`src/rtl/apss_pkg.sv`:
```
// Shared types, constants and helpers for the access point score select block.
// Used by apss_div, apss_sqrt and access_point_score_select.
package apss_pkg;

    localparam int NUM_APS   = 32;
    localparam int AP_IW     = 5;
    localparam int CNT_W     = 6;
    localparam int DVD_W     = 48;
    localparam int DVS_W     = 41;
    localparam int RSUM_W    = 40;
    localparam int TOT_W     = 27;
    localparam logic [7:0]  MAX_RATES = 8'd255;
    localparam logic [16:0] SCORE_ONE = 17'h10000;

    typedef enum logic [1:0] {
        OP_LOAD = 2'd0,
        OP_RATE = 2'd1,
        OP_SEL  = 2'd2,
        OP_NOP  = 2'd3
    } t_opcode;

    localparam logic [2:0] CFG_DIST  = 3'd0;
    localparam logic [2:0] CFG_WT    = 3'd1;
    localparam logic [2:0] CFG_WD    = 3'd2;
    localparam logic [2:0] CFG_WC    = 3'd3;
    localparam logic [2:0] CFG_WU    = 3'd4;
    localparam logic [2:0] CFG_APCNT = 3'd5;

    // link rate in Mbps Q8.4 from squared distance in Q.8 m^2
    function automatic logic [11:0] link_rate(input logic [32:0] d2);
        logic [11:0] r;
        if (d2 < 33'd6400)        r = 12'd2400;
        else if (d2 < 33'd25600)  r = 12'd2080;
        else if (d2 < 33'd57600)  r = 12'd1600;
        else if (d2 < 33'd102400) r = 12'd1040;
        else if (d2 < 33'd160000) r = 12'd480;
        else                      r = 12'd104;
        return r;
    endfunction

endpackage

```
`src/rtl/apss_div.sv`:
```
// Bit-serial restoring divider, one quotient bit per cycle.
// Depends on apss_pkg for operand widths.
module apss_div
    import apss_pkg::*;
(
    input  logic             i_clk,
    input  logic             i_rst_n,
    input  logic             i_start,
    input  logic [DVD_W-1:0] i_dividend,
    input  logic [DVS_W-1:0] i_divisor,
    output logic             o_done,
    output logic [DVD_W-1:0] o_quotient
);

    logic             r_busy, r_done;
    logic [CNT_W-1:0] r_cnt;
    logic [DVS_W-1:0] r_dvs;
    logic [DVS_W:0]   r_rem;
    logic [DVD_W-1:0] r_quo;
    logic [DVS_W:0]   rem_sh;
    logic             ge;

    assign rem_sh = {r_rem[DVS_W-1:0], r_quo[DVD_W-1]};
    assign ge     = rem_sh >= {1'b0, r_dvs};

    always_ff @(posedge i_clk) begin
        if (!i_rst_n) begin
            r_busy <= 1'b0;
            r_done <= 1'b0;
            r_cnt  <= '0;
        end else if (i_start) begin
            r_busy <= 1'b1;
            r_done <= 1'b0;
            r_cnt  <= '0;
        end else if (r_busy) begin
            r_cnt <= r_cnt + CNT_W'(1);
            if (r_cnt == CNT_W'(DVD_W - 1)) begin
                r_busy <= 1'b0;
                r_done <= 1'b1;
            end
        end else begin
            r_done <= 1'b0;
        end
    end

    always_ff @(posedge i_clk) begin
        if (i_start) begin
            r_dvs <= i_divisor;
            r_rem <= '0;
            r_quo <= i_dividend;
        end else if (r_busy) begin
            r_rem <= ge ? rem_sh - {1'b0, r_dvs} : rem_sh;
            r_quo <= {r_quo[DVD_W-2:0], ge};
        end
    end

    assign o_done     = r_done;
    assign o_quotient = r_quo;

endmodule

```
`config.mk`:
```
export PLATFORM = sky130hd
export DESIGN_NAME = apss_div
export DESIGN_NICKNAME = d
export VERILOG_FILES = /design/src/rtl/apss_pkg.sv /design/src/rtl/apss_div.sv
export SDC_FILE = /design/constraint.sdc
export NUM_CORES = 1
export LEC_CHECK = 0
export BUFFER_PORTS_ARGS = -buffer_cell sky130_fd_sc_hd__buf_2
export CAP_MARGIN = 20
export CORE_UTILIZATION = 59
export CTS_BUF_LIST = sky130_fd_sc_hd__clkbuf_8
export CTS_CLUSTER_SIZE = 14
export DETAILED_ROUTE_END_ITERATION = 10
export PLACE_DENSITY = 0.83
export RECOVER_POWER = 50
export SYNTH_ARGS = -nofsm -noshare
export SYNTH_HDL_FRONTEND = slang
export SYNTH_SLANG_ARGS = --single-unit
```
`constraint.sdc`:
```
create_clock -name i_clk -period 3.79 [get_ports i_clk]
set_input_delay 0.1895 -clock i_clk [delete_from_list [all_inputs] [get_ports i_clk]]
set_output_delay 0.1895 -clock i_clk [all_outputs]
set_load 0.1 [all_outputs]
```
==> results.md <==
Status:
- The flow ran to the end, but the final reports show violations.
- The checks that failed: max-capacitance violations, max-slew violations.

Floorplan:
- The floorplan has between 40 and 50 rows.
- From left edge to right edge, the die measures roughly 120 um.
- The area of the die is 0.0142 sq mm.
- In this run the count of I/O pins placed on the die edge is 141.
- After floorplanning, the core was sized to cover 0.0133 sq mm.
- For this configuration, the core starts out at a cell density of 0.609.
- The height of the chip is 119 um.

Logic synthesis:
- The post-synthesis cell type count is 66.
- In this run, synthesis produced a sequential element count of around 140.
- For this run, the number of Yosys warnings is 0.
- Yosys attributes the largest share of cell area to sky130_fd_sc_hd__edfxtp_1 (33%), sky130_fd_sc_hd__dfxtp_1 (12%), sky130_fd_sc_hd__mux2_2 (6.8%).
- Of the synthesized area, sequential elements account for 0.451.
- The count of mapped cells out of synthesis is between 800 and 900.
- After synthesis, the share of flip-flops with an asynchronous set or reset is 0.
- Yosys mapped a number of flops with a built-in enable equal to 89.
- The commonest register cell after synthesis is sky130_fd_sc_hd__edfxtp_1.
- Of the post-synthesis cell area, the dominant cell type holds 0.330.
- In this run the mean area of a mapped cell was between 10 and 15 sq um.
- Summing every instance area after synthesis gives between 0.008 and 0.009 sq mm.
- The net count of the mapped netlist is 936.
- The largest area contributor in the synthesized netlist is sky130_fd_sc_hd__edfxtp_1.

Run:
- The number of maximum-capacitance constraint violations is 1.

Layout:
- The fraction of final layout cells with drive strength greater than 1 is 0.236.
- The net count of the finished layout is 1095.
- The combined area of the multi-input logic cells is 0.00403 sq mm.
- In the final layout, flip-flops and latches occupy 0.00365 sq mm.
- The post-route cell area is just under 0.01 sq mm.
- The number of diodes added for antenna fixing is 0.
- The filler cell count is 1009.
- The area added between synthesis and finish is 19.3%.

STA:
- Dividing the final minimum period by the clock period gives 0.877.
- At the pin with the least slew margin, the transition time is 2780 ps.
- The minimum clock period is between 3000 and 4000 ps.
- Setup repair after global routing left no endpoint under its margin.
- The worst pin sits at a relative slew slack of -0.851.
- The final-report max-slew violation count is 54.
- Setup total negative slack on the finished layout was measured at 0 ps.
- Between clock sinks in the finished design, the worst skew comes to 16.8 ps.
- Static timing analysis puts the maximum clock frequency at 0.301 GHz.
- The final hold violation count was 0.
- Setup violations remaining at the end of the flow were counted as 0.

Clock tree:
- CTS saw 138 sinks.
- Gates resized during post-CTS repair numbered 0.
- TritonCTS created 17 clock buffers.
- In this run the post-CTS setup repair buffer count came out at 0.
- At the later pin of the worst-skew pair, clock insertion delay measures 470 ps.
- The tree is rooted in a sky130_fd_sc_hd__clkbuf_8.
- The H-tree was split into 4 levels.
- Counting along the longest clock path gives a buffer depth of 2.
- TritonCTS built the clock tree.
- The number of hold buffers added after cts is 42.
- The CTS clock-pin slew for the worst setup and hold paths is 90 ps.

Setup path:
- The depth of the worst register-to-register path is 13.
- The slack of the worst reg-to-reg path is around 470 ps.
- Data on the critical path arrives at its endpoint at 3670 ps.
- At the worst endpoint, the required time is 4140 ps.
- The endpoint of the lowest-slack register-to-register path is r_rem[22].
- The critical-path maximum fanout is 16.
- The kind of launch point of the worst setup path is a flop.
- The start of the worst register-to-register path is o_quotient[47].
- The worst setup path is captured at a flop.
- The critical path ends at r_rem[22].
- In this run the worst setup path begins at o_quotient[47].
- The category of the most critical setup path is flop to flop.

Route:
- In the final routed layout, each cell accounts on average for 16.5 um.
- The total number of vias is 6636.
- For this run, design rule violations remaining after detail routing come to 0.
- The highest routed metal layer is met4.
- Before antenna repair, the detailed router went through 5 iterations.
- The number of vias per cell after detailed routing is a little under 6.
- The routed length on met1 is 8270 um.
- The routed wire length is 18900 um.
- The number of nets with antenna violations after routing is 0.
- In the detailed route, the total length drawn on met2 is 9120 um.
- The number of violations reported at the end of detailed-routing iteration 0 is 442.
- Wire segments on met3 add up to approximately 1200 um in the final route.

Placed design:
- At the end of routability-driven placement, the weighted congestion stood at 0.873.
- The estimated wirelength of the detail-placed design is 12800 um.
- After detailed placement, the total cell area comes to approximately 0.0089 sq mm.
- In this run the tool buffered the top-level ports with 140 buffer cells.

Pwr:
- The static leakage power is 4.14 nW.
- In this run the power density over the cells is 471 mW/mm^2.
- The maximum vdd drop is 0.418 mV.

Global route:
- In the global route stage, overall resource usage came out at 0.276.
- The number of global-route vias before repair came to 6622.
- The total congestion overflow is 0.
- The pin count of the biggest net entering global routing is 92.
- The number of antenna violations at the first check in global routing is 0.
- The first global-routing pass estimated approximately 31000 um of wire.

Hold path:
- The launch point of the worst hold path is i_dividend[30].
- The worst hold path was traced through 2 stages.
- The min-delay analysis places its worst path in the category input port to flop.
==> report_power, final <==
| group | leakage [nW] | switching, mW | internal, mW |
|---|---|---|---|
| Sequential | 1.29 | 0.0774 | 1.75 |
| Combinational | 2.65 | 1.01 | 0.486 |
| Clock | 0.202 | 0.617 | 0.604 |
==> cells in the mapped netlist, types with 2 or more instances <==
library cell                count
sky130_fd_sc_hd__o22ai_1        3
sky130_fd_sc_hd__o31ai_1        4
sky130_fd_sc_hd__or2_2          4
sky130_fd_sc_hd__a211oi_1      31
sky130_fd_sc_hd__and3_1         7
sky130_fd_sc_hd__o211ai_1       2
sky130_fd_sc_hd__xor2_1        14
sky130_fd_sc_hd__a21oi_1       61
sky130_fd_sc_hd__nand3_1       17
sky130_fd_sc_hd__and2_1         6
sky130_fd_sc_hd__nand4_1       15
sky130_fd_sc_hd__a311oi_1       5
sky130_fd_sc_hd__buf_4          3
sky130_fd_sc_hd__nor2b_1        8
sky130_fd_sc_hd__nor3b_1        3
sky130_fd_sc_hd__o21bai_1       7
sky130_fd_sc_hd__mux2_2        49
sky130_fd_sc_hd__a31oi_1       12
sky130_fd_sc_hd__a21o_1        26
sky130_fd_sc_hd__clkbuf_1      27
sky130_fd_sc_hd__mux2i_1       18
sky130_fd_sc_hd__edfxtp_1      89
sky130_fd_sc_hd__buf_2         14
sky130_fd_sc_hd__nand2b_1       4
sky130_fd_sc_hd__and4_1         2
sky130_fd_sc_hd__o21ai_0       24
sky130_fd_sc_hd__o2111ai_1      3
sky130_fd_sc_hd__ha_1          42
sky130_fd_sc_hd__nor3_1        10
sky130_fd_sc_hd__a211o_1        5
sky130_fd_sc_hd__inv_1         53
sky130_fd_sc_hd__dfxtp_1       49
sky130_fd_sc_hd__o21a_1         8
sky130_fd_sc_hd__xnor2_1       16
sky130_fd_sc_hd__o311a_1        3
sky130_fd_sc_hd__a21oi_4        2
sky130_fd_sc_hd__nand2_1       44
sky130_fd_sc_hd__or3_1          6
sky130_fd_sc_hd__nor2_1        78
==> worst min path at each step <==
stage,slack [ps],end
3_3_place_gp,370,r_dvs[37]
2_1_floorplan,290,r_dvs[0]
3_5_place_dp,370,r_dvs[3]
6_report,20,o_quotient[30]
5_1_grt,7,o_quotient[44]
4_1_cts,2,o_quotient[4]
==> metal layers <==
layer / GRT usage / vias to the layer above
met5: 0 / -
met4: 0.106 / 0
met3: 0.0694 / 41
met2: 0.466 / 207
met1: 0.338 / 3119
li1: - / 3269
==> through the flow <==
stage	worst slack [ps]	power [mW]	hold slack, ps	cells	utilization
2_1_floorplan	509	3.02	288	801	-
3_3_place_gp	536	3.27	367	1075	0.666
3_5_place_dp	542	3.30	368	1075	0.666
4_1_cts	502	4.55	2.33	1149	0.727
5_1_grt	250	4.75	6.63	1149	0.726
6_report	467	4.54	18.6	1149	0.726
==> final cells by class <==
type	instances	share of cell area
Sequential cell	138	0.379
Clock buffer	18	0.0257
Clock inverter	14	0.0154
Tap cell	176	0.0228
Multi-Input combinational cell	564	0.418
Inverter	53	0.0206
Timing Repair Buffer	186	0.119
==> logic make-up (layout without fill, tap and decap cells) <==
family	count (synthesis)	after routing	share of synthesized area
DFF	138	138	0.451
AOI/OAI and AO/OA	212	212	0.182
buffers and inverters	99	271	0.0504
adders and majority gates	43	43	0.0674
and+or+nand+nor	212	212	0.126
muxes	67	67	0.0904
xor gates and xnor gates	30	30	0.0325
==> critical path, cell delays in order, from the launching register on <==
cell	delay (ps)
sky130_fd_sc_hd__edfxtp_1	420
sky130_fd_sc_hd__inv_1	80
sky130_fd_sc_hd__ha_1	160
sky130_fd_sc_hd__inv_1	60
sky130_fd_sc_hd__fa_1	400
sky130_fd_sc_hd__a21oi_1	210
sky130_fd_sc_hd__o21ai_0	110
sky130_fd_sc_hd__a21oi_1	340
sky130_fd_sc_hd__o32a_2	300
sky130_fd_sc_hd__o22ai_4	110
sky130_fd_sc_hd__a21oi_4	250
sky130_fd_sc_hd__buf_4	290
sky130_fd_sc_hd__a31oi_1	180
sky130_fd_sc_hd__o22ai_1	300
==> registers in the layout (all words and copies together), names as in the netlist <==
name / flops
r_cnt: 6
r_busy: 1
o_quotient: 48
r_dvs: 41
r_rem: 41
o_done: 1
==> layout by cell type (no fill, tap or decap), types with 31 or more instances in the layout <==
| cell type | instances |
|---|---|
| sky130_fd_sc_hd__inv_1 | 55 |
| sky130_fd_sc_hd__nand2_1 | 44 |
| sky130_fd_sc_hd__dfxtp_1 | 48 |
| sky130_fd_sc_hd__a211oi_1 | 31 |
| sky130_fd_sc_hd__nor2_1 | 78 |
| sky130_fd_sc_hd__ha_1 | 42 |
| sky130_fd_sc_hd__a21oi_1 | 61 |
| sky130_fd_sc_hd__edfxtp_1 | 89 |
| sky130_fd_sc_hd__mux2_2 | 47 |
| sky130_fd_sc_hd__buf_2 | 130 |
| sky130_fd_sc_hd__dlygate4sd3_1 | 42 |
Power figures use the tool's default switching activity.
