### src/rtl/apss_pkg.sv
// Shared types, constants and helpers for the access point score select block.
// Used by apss_div, apss_sqrt and access_point_score_select.
package apss_pkg;

    localparam int NUM_APS   = 32;
    localparam int AP_IW     = 5;
    localparam int CNT_W     = 6;
    localparam int DVD_W     = 48;
    localparam int DVS_W     = 41;
    localparam int RSUM_W    = 40;
    localparam int TOT_W     = 27;
    localparam logic [7:0]  MAX_RATES = 8'd255;
    localparam logic [16:0] SCORE_ONE = 17'h10000;

    typedef enum logic [1:0] {
        OP_LOAD = 2'd0,
        OP_RATE = 2'd1,
        OP_SEL  = 2'd2,
        OP_NOP  = 2'd3
    } t_opcode;

    localparam logic [2:0] CFG_DIST  = 3'd0;
    localparam logic [2:0] CFG_WT    = 3'd1;
    localparam logic [2:0] CFG_WD    = 3'd2;
    localparam logic [2:0] CFG_WC    = 3'd3;
    localparam logic [2:0] CFG_WU    = 3'd4;
    localparam logic [2:0] CFG_APCNT = 3'd5;

    // link rate in Mbps Q8.4 from squared distance in Q.8 m^2
    function automatic logic [11:0] link_rate(input logic [32:0] d2);
        logic [11:0] r;
        if (d2 < 33'd6400)        r = 12'd2400;
        else if (d2 < 33'd25600)  r = 12'd2080;
        else if (d2 < 33'd57600)  r = 12'd1600;
        else if (d2 < 33'd102400) r = 12'd1040;
        else if (d2 < 33'd160000) r = 12'd480;
        else                      r = 12'd104;
        return r;
    endfunction

endpackage

### src/rtl/apss_sqrt.sv
// Digit-by-digit integer square root, two radicand bits per cycle.
// Depends on apss_pkg only for the shared counter width.
module apss_sqrt
    import apss_pkg::*;
(
    input  logic        i_clk,
    input  logic        i_rst_n,
    input  logic        i_start,
    input  logic [31:0] i_radicand,
    output logic        o_done,
    output logic [15:0] o_root
);

    logic             r_busy, r_done;
    logic [CNT_W-1:0] r_cnt;
    logic [31:0]      r_rad;
    logic [16:0]      r_rem;
    logic [15:0]      r_root;
    logic [18:0]      rem_sh, trial;
    logic             ge;

    assign rem_sh = {r_rem, r_rad[31:30]};
    assign trial  = {1'b0, r_root, 2'b01};
    assign ge     = rem_sh >= trial;

    always_ff @(posedge i_clk) begin
        if (!i_rst_n) begin
            r_busy <= 1'b0;
            r_done <= 1'b0;
            r_cnt  <= '0;
        end else if (i_start) begin
            r_busy <= 1'b1;
            r_done <= 1'b0;
            r_cnt  <= '0;
        end else if (r_busy) begin
            r_cnt <= r_cnt + CNT_W'(1);
            if (r_cnt == CNT_W'(15)) begin
                r_busy <= 1'b0;
                r_done <= 1'b1;
            end
        end else begin
            r_done <= 1'b0;
        end
    end

    always_ff @(posedge i_clk) begin
        if (i_start) begin
            r_rad  <= i_radicand;
            r_rem  <= '0;
            r_root <= '0;
        end else if (r_busy) begin
            r_rad  <= {r_rad[29:0], 2'b00};
            r_rem  <= ge ? 17'(rem_sh - trial) : 17'(rem_sh);
            r_root <= {r_root[14:0], ge};
        end
    end

    assign o_done = r_done;
    assign o_root = r_root;

endmodule

### config.mk
export PLATFORM = sky130hd
export DESIGN_NAME = apss_sqrt
export DESIGN_NICKNAME = d
export VERILOG_FILES = /design/src/rtl/apss_pkg.sv /design/src/rtl/apss_sqrt.sv
export SDC_FILE = /design/constraint.sdc
export NUM_CORES = 1
export LEC_CHECK = 0
export BUFFER_PORTS_ARGS = -buffer_cell sky130_fd_sc_hd__buf_4
export CAP_MARGIN = 0
export CORE_ASPECT_RATIO = 0.9
export CORE_MARGIN = 4
export CORE_UTILIZATION = 55
export DETAILED_ROUTE_END_ITERATION = 10
export HOLD_SLACK_MARGIN = 0.02
export PLACE_DENSITY = 0.76
export REMOVE_ABC_BUFFERS = 1
export SYNTH_ARGS = -nofsm -noshare
export SYNTH_HDL_FRONTEND = slang
export SYNTH_SLANG_ARGS = --single-unit
export TNS_END_PERCENT = 100
### constraint.sdc
create_clock -name i_clk -period 4.9 [get_ports i_clk]
set_input_delay 0.735 -clock i_clk [delete_from_list [all_inputs] [get_ports i_clk]]
set_output_delay 0.735 -clock i_clk [all_outputs]
set_load 0.01 [all_outputs]
==> flow_summary.ini, run 1 <==
[grt]
grt_pass1_wl_mm = 14.9
grt_pass1_vias = 3181
grt_max_degree = 69
grt.overflow.total = 0
grt_util_all_layers_pct = 20.2
antenna_found_initial = 0

[worst_setup_path]
crit_chain = inv_1 > ha_1 > nand2_1 > o31a_1 > a211o_1 > a21oi_4 > or2_4 > a311oi_2
crit_type = flip-flop to flip-flop
r2r_setup_slack_ns = 2.12
arrival_ns = 2.97
crit_buf_inv = 1
cpMaxStageDelayCell = a21oi_4
crit_required_ns = 5.10
start_kind = flip-flop
cp_max_fo = 19
slowest_delay_ns = 0.47
path_delay_family = compound AO/OA/AOI/OAI gates
cp-end-kind = flip-flop

[timing]
skew_ns = 0.00577
hold_viol = 0
setup_violations = 0
worst_pin_slew_ns = 1.18
clock.fmax_ghz = 0.360
tns_ns = 0
fin_crit_ns = 2.78
finalCritPeriodShare_pct = 56.7
slew_headroom_pct = 21.0
slew_violations = 0
rsz0062_at_grt = no

[route]
drtIter0Drc = 243
wirelength_mm = 8.71
drt-vias-per-instance = 5.94
drcViolationCount = 0
via_count = 3218
wl_per_cell_microns = 16.1
ant_nets = 0
dr.pass1.iters = 5

[synthesis]
synthArstFlopShare_pct = 0
syn_avg_cell_area_sq_um = 10.2
synth.yosys.seq_area_share_pct = 43.6
synth.distinct_cells = 62
synth_edf_count = 32
syn_inst = 401
yosysWarningCount = 0
synth_seq_cells = 73
dominantRegCellSynth = dfxtp_1
syn-cell-area_sq_um = 4090

[worst_hold_path]
hold_class = flip-flop to flip-flop

[clock_tree]
cts.repair.resized = 0
postCtsHoldBufs = 0
cts_buffer_depth = 2
cts_root_buf = clkbuf_8
cts_tree = built
insertion_delay_ns = 0.35
cts.htree.levels = 3
post_cts_buffers = 0
cts_buffers = 9
clkTransAtPathRegs_ns = 0.08
numClockSinks = 73

[pwr]
ir_drop_uv = 395
powerDensity_nw_per_um2 = 631
power_leakage_nw = 1.85

[cells_and_area]
nNetsFinal = 498
multi_input_area_sq_um = 2100
syn2layout_area_growth_pct = 13.6
design_area_sq_um = 4640
fillers = 587
drive_above_1_share_pct = 25.4
diodes = 0
seq_area_sq_um = 1780

[run]
cap_violations = 0

[run_status]
status = completed

[die]
start_util_pct = 57.2
die_x_microns = 98.8
dieArea_sq_um = 8870
num_rows = 29
die_height_microns = 89.8
core_area_sq_um = 7150
io_pins = 52

[placed_design]
dpl.hpwl_mm = 5.96
post_dp_cell_area_sq_um = 4480
port_buffers = 51
routabilityCongestion = 0.956
worst paths after layout:
kind / start / cells past startpoint / to
worst max-delay path: o_root[2] / 8 / r_rem[1]
worst min-delay path: r_rem[15] / 2 / r_rem[15]
worst max register to register: o_root[2] / 8 / r_rem[1]
worst min register to register: r_rem[15] / 2 / r_rem[15]
where the power goes:
part | internal, W | switching (W)
clock | 0.000177 | 0.000222
sequential | 0.000737 | 0.0000747
combinational | 0.000668 | 0.00105
total | 0.00158 | 0.00135
metrics by stage:
step           std cells  util (%)  power (W)  hold WS [ns]  setup slack [ns]
2_1_floorplan        380         -    0.00210         0.443              2.08
3_3_place_gp         526      62.7    0.00245         0.457              2.26
3_5_place_dp         526      62.7    0.00249         0.478              2.15
4_1_cts              542      64.9    0.00290         0.489              2.15
5_1_grt              542      64.9    0.00315         0.509              1.93
6_report             542      64.9    0.00293         0.488              2.12
synth_stat cells, drive strengths merged, types with 3 or more instances:
library cell | instances | area, sq um
nor2 | 49 | 184
dfxtp | 41 | 821
edfxtp | 32 | 961
mux2 | 31 | 349
nand2 | 28 | 105
inv | 22 | 82.6
ha | 19 | 238
mux2i | 18 | 180
a21oi | 15 | 86.3
o21ai | 13 | 68.8
buf | 11 | 82.6
clkbuf | 10 | 37.5
xnor2 | 9 | 78.8
nand2b | 7 | 43.8
o211ai | 7 | 52.6
a211oi | 6 | 55.1
a21o | 6 | 45.0
nor3 | 6 | 30.0
xor2 | 6 | 52.6
o311a | 5 | 50.1
a31o | 4 | 35.0
nand4 | 4 | 25.0
nor4 | 4 | 25.0
o41ai | 4 | 35.0
a211o | 3 | 26.3
a31oi | 3 | 18.8
or3 | 3 | 20.0
worst reg2reg max path: cells and delay by family, from the launching register on:
kind,cells,cell delay [ns]
AO/OA/AOI/OAI,4,1.37
AND/OR/NAND/NOR,2,0.43
flip-flops,1,0.40
adder cells (fa/ha/maj),1,0.35
buffers and inverters,1,0.07
per-layer routing:
layer | global-route usage (%) | share of wire [%] | vias to the layer above
li1 | - | - | 1562
met1 | 27.6 | 45 | 1517
met2 | 32.1 | 47 | 121
met3 | 4.57 | 6.4 | 18
met4 | 5.92 | 1.7 | 0
met5 | 0 | 0 | -
kinds of logic after synthesis:
family,Yosys count,synth area share [%]
AND/OR/NAND/NOR,111,12.3
AO/OA/AOI/OAI,91,17.2
flip-flops,73,43.6
multiplexers,49,13.0
buffers and inverters,43,4.96
adder cells (fa/ha/maj),19,5.82
XOR/XNOR,15,3.22
area by class of cell:
type                    instances  share of cell area, %
inverters                      22                   1.78
clock buffers                   9                   2.67
clock inverters                 7                  0.809
multi-input cells             285                   45.3
flip-flops and latches         73                   38.4
repair buffers                 53                   8.57
well taps                      93                   2.51
cells in the final DEF (no fill, tap or decap), types with 3 or more instances in the layout:
cell type and n:
nand4_1 4, nor4_1 4, mux2i_1 18, ha_1 19, a31oi_1 3, a211o_1 3
o21ai_0 12, nand2_1 28, a21o_1 6, nor2_1 49, a211oi_1 4, dfxtp_1 40
o311a_1 5, mux2_2 31, nor3_1 6, o41ai_1 4, clkbuf_8 9, a21oi_1 14
a31o_2 4, inv_1 22, xor2_1 6, edfxtp_1 32, buf_4 53, o211ai_1 7
xnor2_1 9, nand2b_1 7, clkinv_1 3
flip-flops by register name (all words and copies together), names as in the netlist:
signal and flops:
r_rad 32, r_rem 17, o_root 16, r_cnt 6, o_done 1, r_busy 1
Power figures use the tool's default switching activity.
==> run 2, diff against run 1 <==
==> constraint.sdc (replaced) <==
create_clock -name i_clk -period 2.79 [get_ports i_clk]
set_input_delay 0.4185 -clock i_clk [delete_from_list [all_inputs] [get_ports i_clk]]
set_output_delay 0.4185 -clock i_clk [all_outputs]
set_load 0.01 [all_outputs]
==> flow_summary.ini, run 2 (synthesized netlist as in run 1, its figures left out) <==
[timing]
slew_violations = 0
worst_pin_slew_ns = 0.692
rsz0062_at_grt = no
fin_crit_ns = 2.64
slew_headroom_pct = 53.7
skew_ns = 0.0113
hold_viol = 0
finalWorstSetupSlack_ns = 0.152
setup_violations = 0
clock.fmax_ghz = 0.379
finalCritPeriodShare_pct = 94.6
tns_ns = 0

[cells_and_area]
largest_reg_flops = 32
nNetsFinal = 506
top_register = r_rad
diodes = 0
drive_above_1_share_pct = 27.1
final_common_cell = buf_4
syn2layout_area_growth_pct = 17.6
fin_util_pct = 67.2
final_cell_mix = 60 x buf_4, 49 x nor2_1, 40 x dfxtp_1

[clock_tree]
cts_root_buf = clkbuf_8
insertion_delay_ns = 0.35
numClockSinks = 73
clkTransAtPathRegs_ns = 0.08
postCtsHoldBufs = 0
cts_tree = built
cts.htree.levels = 3
cts_buffers = 9
cts_buffer_depth = 2

[pwr]
powerDensity_nw_per_um2 = 1200
power_leakage_nw = 1.93
ir_drop_uv = 579

[run]
cap_violations = 0

[placed_design]
routabilityCongestion = 0.959
dpl.hpwl_mm = 6.28
dp_slack_ns = 0.105
port_buffers = 51

[grt]
grt_pass1_wl_mm = 15.1
grt_util_all_layers_pct = 20.5
grt_max_degree = 33
antenna_found_initial = 0
grt_pass1_vias = 3156
grt.overflow.total = 0

[route]
via_count = 3239
wirelength_mm = 8.97
drt-vias-per-instance = 5.89
drcViolationCount = 0
drtIter0Drc = 208
dr.pass1.iters = 5
ant_nets = 0
wl_per_cell_microns = 16.3

[worst_setup_path]
cp_max_fo = 11
start_kind = flip-flop
cp-end-kind = flip-flop
arrival_ns = 2.88
crit_required_ns = 3.03
crit_type = flip-flop to flip-flop

[die]
die_height_microns = 89.8
core_area_sq_um = 7150
start_util_pct = 57.2
die_x_microns = 98.8
dieArea_sq_um = 8870
num_rows = 29
io_pins = 52

[run_status]
status = completed

[worst_hold_path]
hold_class = input pin to flip-flop
## run 2: worst max-delay path, cell delays in order (launching register included)
cell     delay (ns)
dfxtp_1        0.37
inv_1          0.06
ha_1           0.36
nand2_1        0.10
o31a_1         0.37
a211o_1        0.39
a21oi_4        0.39
buf_4          0.19
nor4_1         0.04
a221o_1        0.26
## run 2: repair_timing
action,in CTS,in global routing
setup buffers,0,3
setup endpoints to repair,0,18
resized for setup,0,1
## run 2: final timing paths
| kind | start | to | slack (ns) | depth (start not counted) |
|---|---|---|---|---|
| worst min register to register | r_rem[15] | r_rem[15] | 0.48 | 2 |
| worst max register to register | o_root[2] | r_rem[2] | 0.15 | 9 |
| worst min-delay path | i_rst_n | r_busy | 0.30 | 2 |
| worst max-delay path | o_root[2] | r_rem[2] | 0.15 | 9 |
## run 2: cell type report
| type | count | area, sq um |
|---|---|---|
| fill | 588 | 2340 |
| multi-input combinational | 285 | 2110 |
| sequential | 73 | 1780 |
| timing repair buffer | 61 | 470 |
| clock buffer | 10 | 128 |
| tap | 93 | 116 |
| clock inverter | 6 | 115 |
| inverter | 22 | 82.6 |
## run 2: per-stage QoR
step / total power (W) / hold WS, ns / cells / cell area (sq um)
floorplan: 0.00369 / 0.443 / 380 / 3970
global placement: 0.00435 / 0.460 / 531 / 4520
detailed placement: 0.00440 / 0.472 / 531 / 4520
CTS: 0.00542 / 0.291 / 547 / 4760
global route: 0.00613 / 0.300 / 550 / 4800
finish: 0.00575 / 0.303 / 550 / 4800
## run 2: report_power, final
group | total (W) | internal [W] | switching [W]
logic | 0.00332 | 0.00139 | 0.00193
clock network | 0.00100 | 0.000599 | 0.000406
registers | 0.00143 | 0.00129 | 0.000134
total | 0.00575 | 0.00329 | 0.00247
## run 2: routing by layer
layer | GRT usage, % | part of all wire, % | vias to the layer above
met5 | 0 | 0 | -
met1 | 28.5 | 44 | 1535
met2 | 32.4 | 48 | 116
met4 | 5.35 | 0.88 | 0
met3 | 4.57 | 6.7 | 11
li1 | - | - | 1577
==> run 3, diff against run 2 <==
--- a/config.mk
+++ b/config.mk
@@ -11,7 +11,6 @@
 export CORE_MARGIN = 4
 export CORE_UTILIZATION = 55
 export DETAILED_ROUTE_END_ITERATION = 10
-export HOLD_SLACK_MARGIN = 0.02
 export PLACE_DENSITY = 0.76
 export REMOVE_ABC_BUFFERS = 1
 export SYNTH_ARGS = -nofsm -noshare
==> constraint.sdc (replaced) <==
create_clock -name i_clk -period 2.79 [get_ports i_clk]
set_input_delay 0.279 -clock i_clk [delete_from_list [all_inputs] [get_ports i_clk]]
set_output_delay 0.279 -clock i_clk [all_outputs]
set_load 0.01 [all_outputs]
==> flow_summary.ini, run 3 (synthesized netlist as in run 1, its figures left out) <==
[clock_tree]
cts.htree.levels = 3
cts_root_buf = clkbuf_8
insertion_delay_ns = 0.35
postCtsHoldBufs = 0
clkTransAtPathRegs_ns = 0.08
cts_buffer_depth = 2
numClockSinks = 73
cts_tree = built
cts_buffers = 9

[timing]
slew_headroom_pct = 53.4
worst_pin_slew_ns = 0.697
finalWorstSetupSlack_ns = 0.127
skew_ns = 0.0102
clock.fmax_ghz = 0.375
finalCritPeriodShare_pct = 95.5
setup_violations = 0
slew_violations = 0
hold_viol = 0
fin_crit_ns = 2.66

[run_status]
status = completed

[pwr]
switching_share_pct = 44.0
switching_power_w = 0.00245
powerDensity_nw_per_um2 = 1170
comb_power_share_pct = 57.7
power_leakage_nw = 1.90
ir_drop_uv = 687
clkPwrFrac_pct = 16.7
p_int_w = 0.00312
seq_power_share_pct = 25.6

[worst_setup_path]
start_kind = flip-flop
slowest_delay_ns = 0.41
cp_max_fo = 12
r2r_setup_slack_ns = 0.13
r2r-start = o_root[2]
arrival_ns = 2.91
rr_worst_depth = 9
crit_chain = inv_1 > ha_1 > nand2_1 > o31a_1 > a211o_1 > a21oi_4 > buf_12 > o221ai_1 > o311a_1
cp-end-kind = flip-flop
cpMaxStageDelayCell = a21oi_4
crit_type = flip-flop to flip-flop
crit_required_ns = 3.03
r2r-end = r_rem[8]

[cells_and_area]
syn2layout_area_growth_pct = 16.6
largest_reg_flops = 32
multi_input_area_sq_um = 2110
seq_area_sq_um = 1780
final_cell_mix = 57 x buf_4, 49 x nor2_1, 40 x dfxtp_1
nNetsFinal = 503
diodes = 0
drive_above_1_share_pct = 27.1
final_common_cell = buf_4
top_register = r_rad
fillers = 584
fin_cells = 547
fin_util_pct = 66.6

[worst_hold_path]
min_to = r_busy
worstHoldPathCells = 2
min_from = i_rst_n
hold_class = input pin to flip-flop

[grt]
grt_pass1_vias = 3128
grt.overflow.total = 0
grt_pass1_wl_mm = 15.2
grt_util_all_layers_pct = 21.1
grt_max_degree = 40
antenna_found_initial = 0

[die]
num_rows = 29
dieArea_sq_um = 8870
die_height_microns = 89.8
core_area_sq_um = 7150
start_util_pct = 57.2
die_x_microns = 98.8
io_pins = 52

[run]
cap_violations = 0

[placed_design]
dp_slack_ns = 0.128
placed_cells = 530
port_buffers = 51
routabilityCongestion = 0.952
dpl.hpwl_mm = 6.35

[route]
drcViolationCount = 0
wirelength_mm = 9.04
via_count = 3189
wl_per_cell_microns = 16.5
drtIter0Drc = 216
drt-vias-per-instance = 5.83
ant_nets = 0
dr.pass1.iters = 4
-- run 3: critical path: cells and delay by family (launching register included) --
| kind | cells | cell delay, ns |
|---|---|---|
| AOI/OAI and AO/OA | 5 | 1.49 |
| adders and majority gates | 1 | 0.36 |
| buffers and inverters | 2 | 0.23 |
| DFF | 1 | 0.37 |
| and+or+nand+nor | 1 | 0.09 |
-- run 3: metal layers --
| layer | up-vias | share of wire [%] | global-route usage, % |
|---|---|---|---|
| met5 | - | 0 | 0 |
| met4 | 0 | 2.0 | 8.08 |
| met3 | 18 | 5.4 | 4.41 |
| met2 | 110 | 47 | 32.6 |
| met1 | 1487 | 45 | 29.1 |
| li1 | 1574 | - | - |
-- run 3: power by group through the flow --
stage	Combinational (W)	Clock [W]	Sequential, W
final	0.00322	0.000928	0.00143
after global routing	0.00352	0.000989	0.00145
after CTS	0.00299	0.000946	0.00142
after detailed placement	0.00294	0	0.00145
after global placement	0.00290	0	0.00144
after floorplan	0.00228	0	0.00141
-- run 3: metrics by stage --
step | TNS [ns] | area, sq um | hold WS, ns | power [W]
2_1_floorplan | -1.03 | 3970 | 0.348 | 0.00369
3_3_place_gp | 0 | 4510 | 0.461 | 0.00435
3_5_place_dp | 0 | 4510 | 0.468 | 0.00439
4_1_cts | 0 | 4740 | 0.147 | 0.00536
5_1_grt | -0.00142 | 4760 | 0.166 | 0.00595
6_report | 0 | 4760 | 0.161 | 0.00557
-- run 3: worst max-delay path by stage --
| stage | from | endpoint | slack, ns | depth (start not counted) |
|---|---|---|---|---|
| after floorplan | r_busy | r_rad[0] | -0.03 | 2 |
| after global placement | o_root[10] | r_rem[0] | 0.20 | 8 |
| after detailed placement | o_root[1] | r_rem[1] | 0.13 | 8 |
| after CTS | o_root[1] | r_rem[1] | 0.09 | 8 |
| after global routing | o_root[11] | r_rem[15] | -0.001 | 9 |
| final | o_root[2] | r_rem[8] | 0.13 | 9 |
-- run 3: area by class of cell --
type                            instances  area share, %
Clock buffer                            9           2.60
Clock inverter                          7           2.13
Inverter                               22           1.73
Multi-Input combinational cell        285           44.3
Sequential cell                        73           37.4
Tap cell                               93           2.44
Timing Repair Buffer                   58           9.40
-- run 3: timing repair --
action	4_1_cts	5_1_grt
setup endpoints to repair	0	16
buffers inserted	0	1
gates resized for setup	0	1
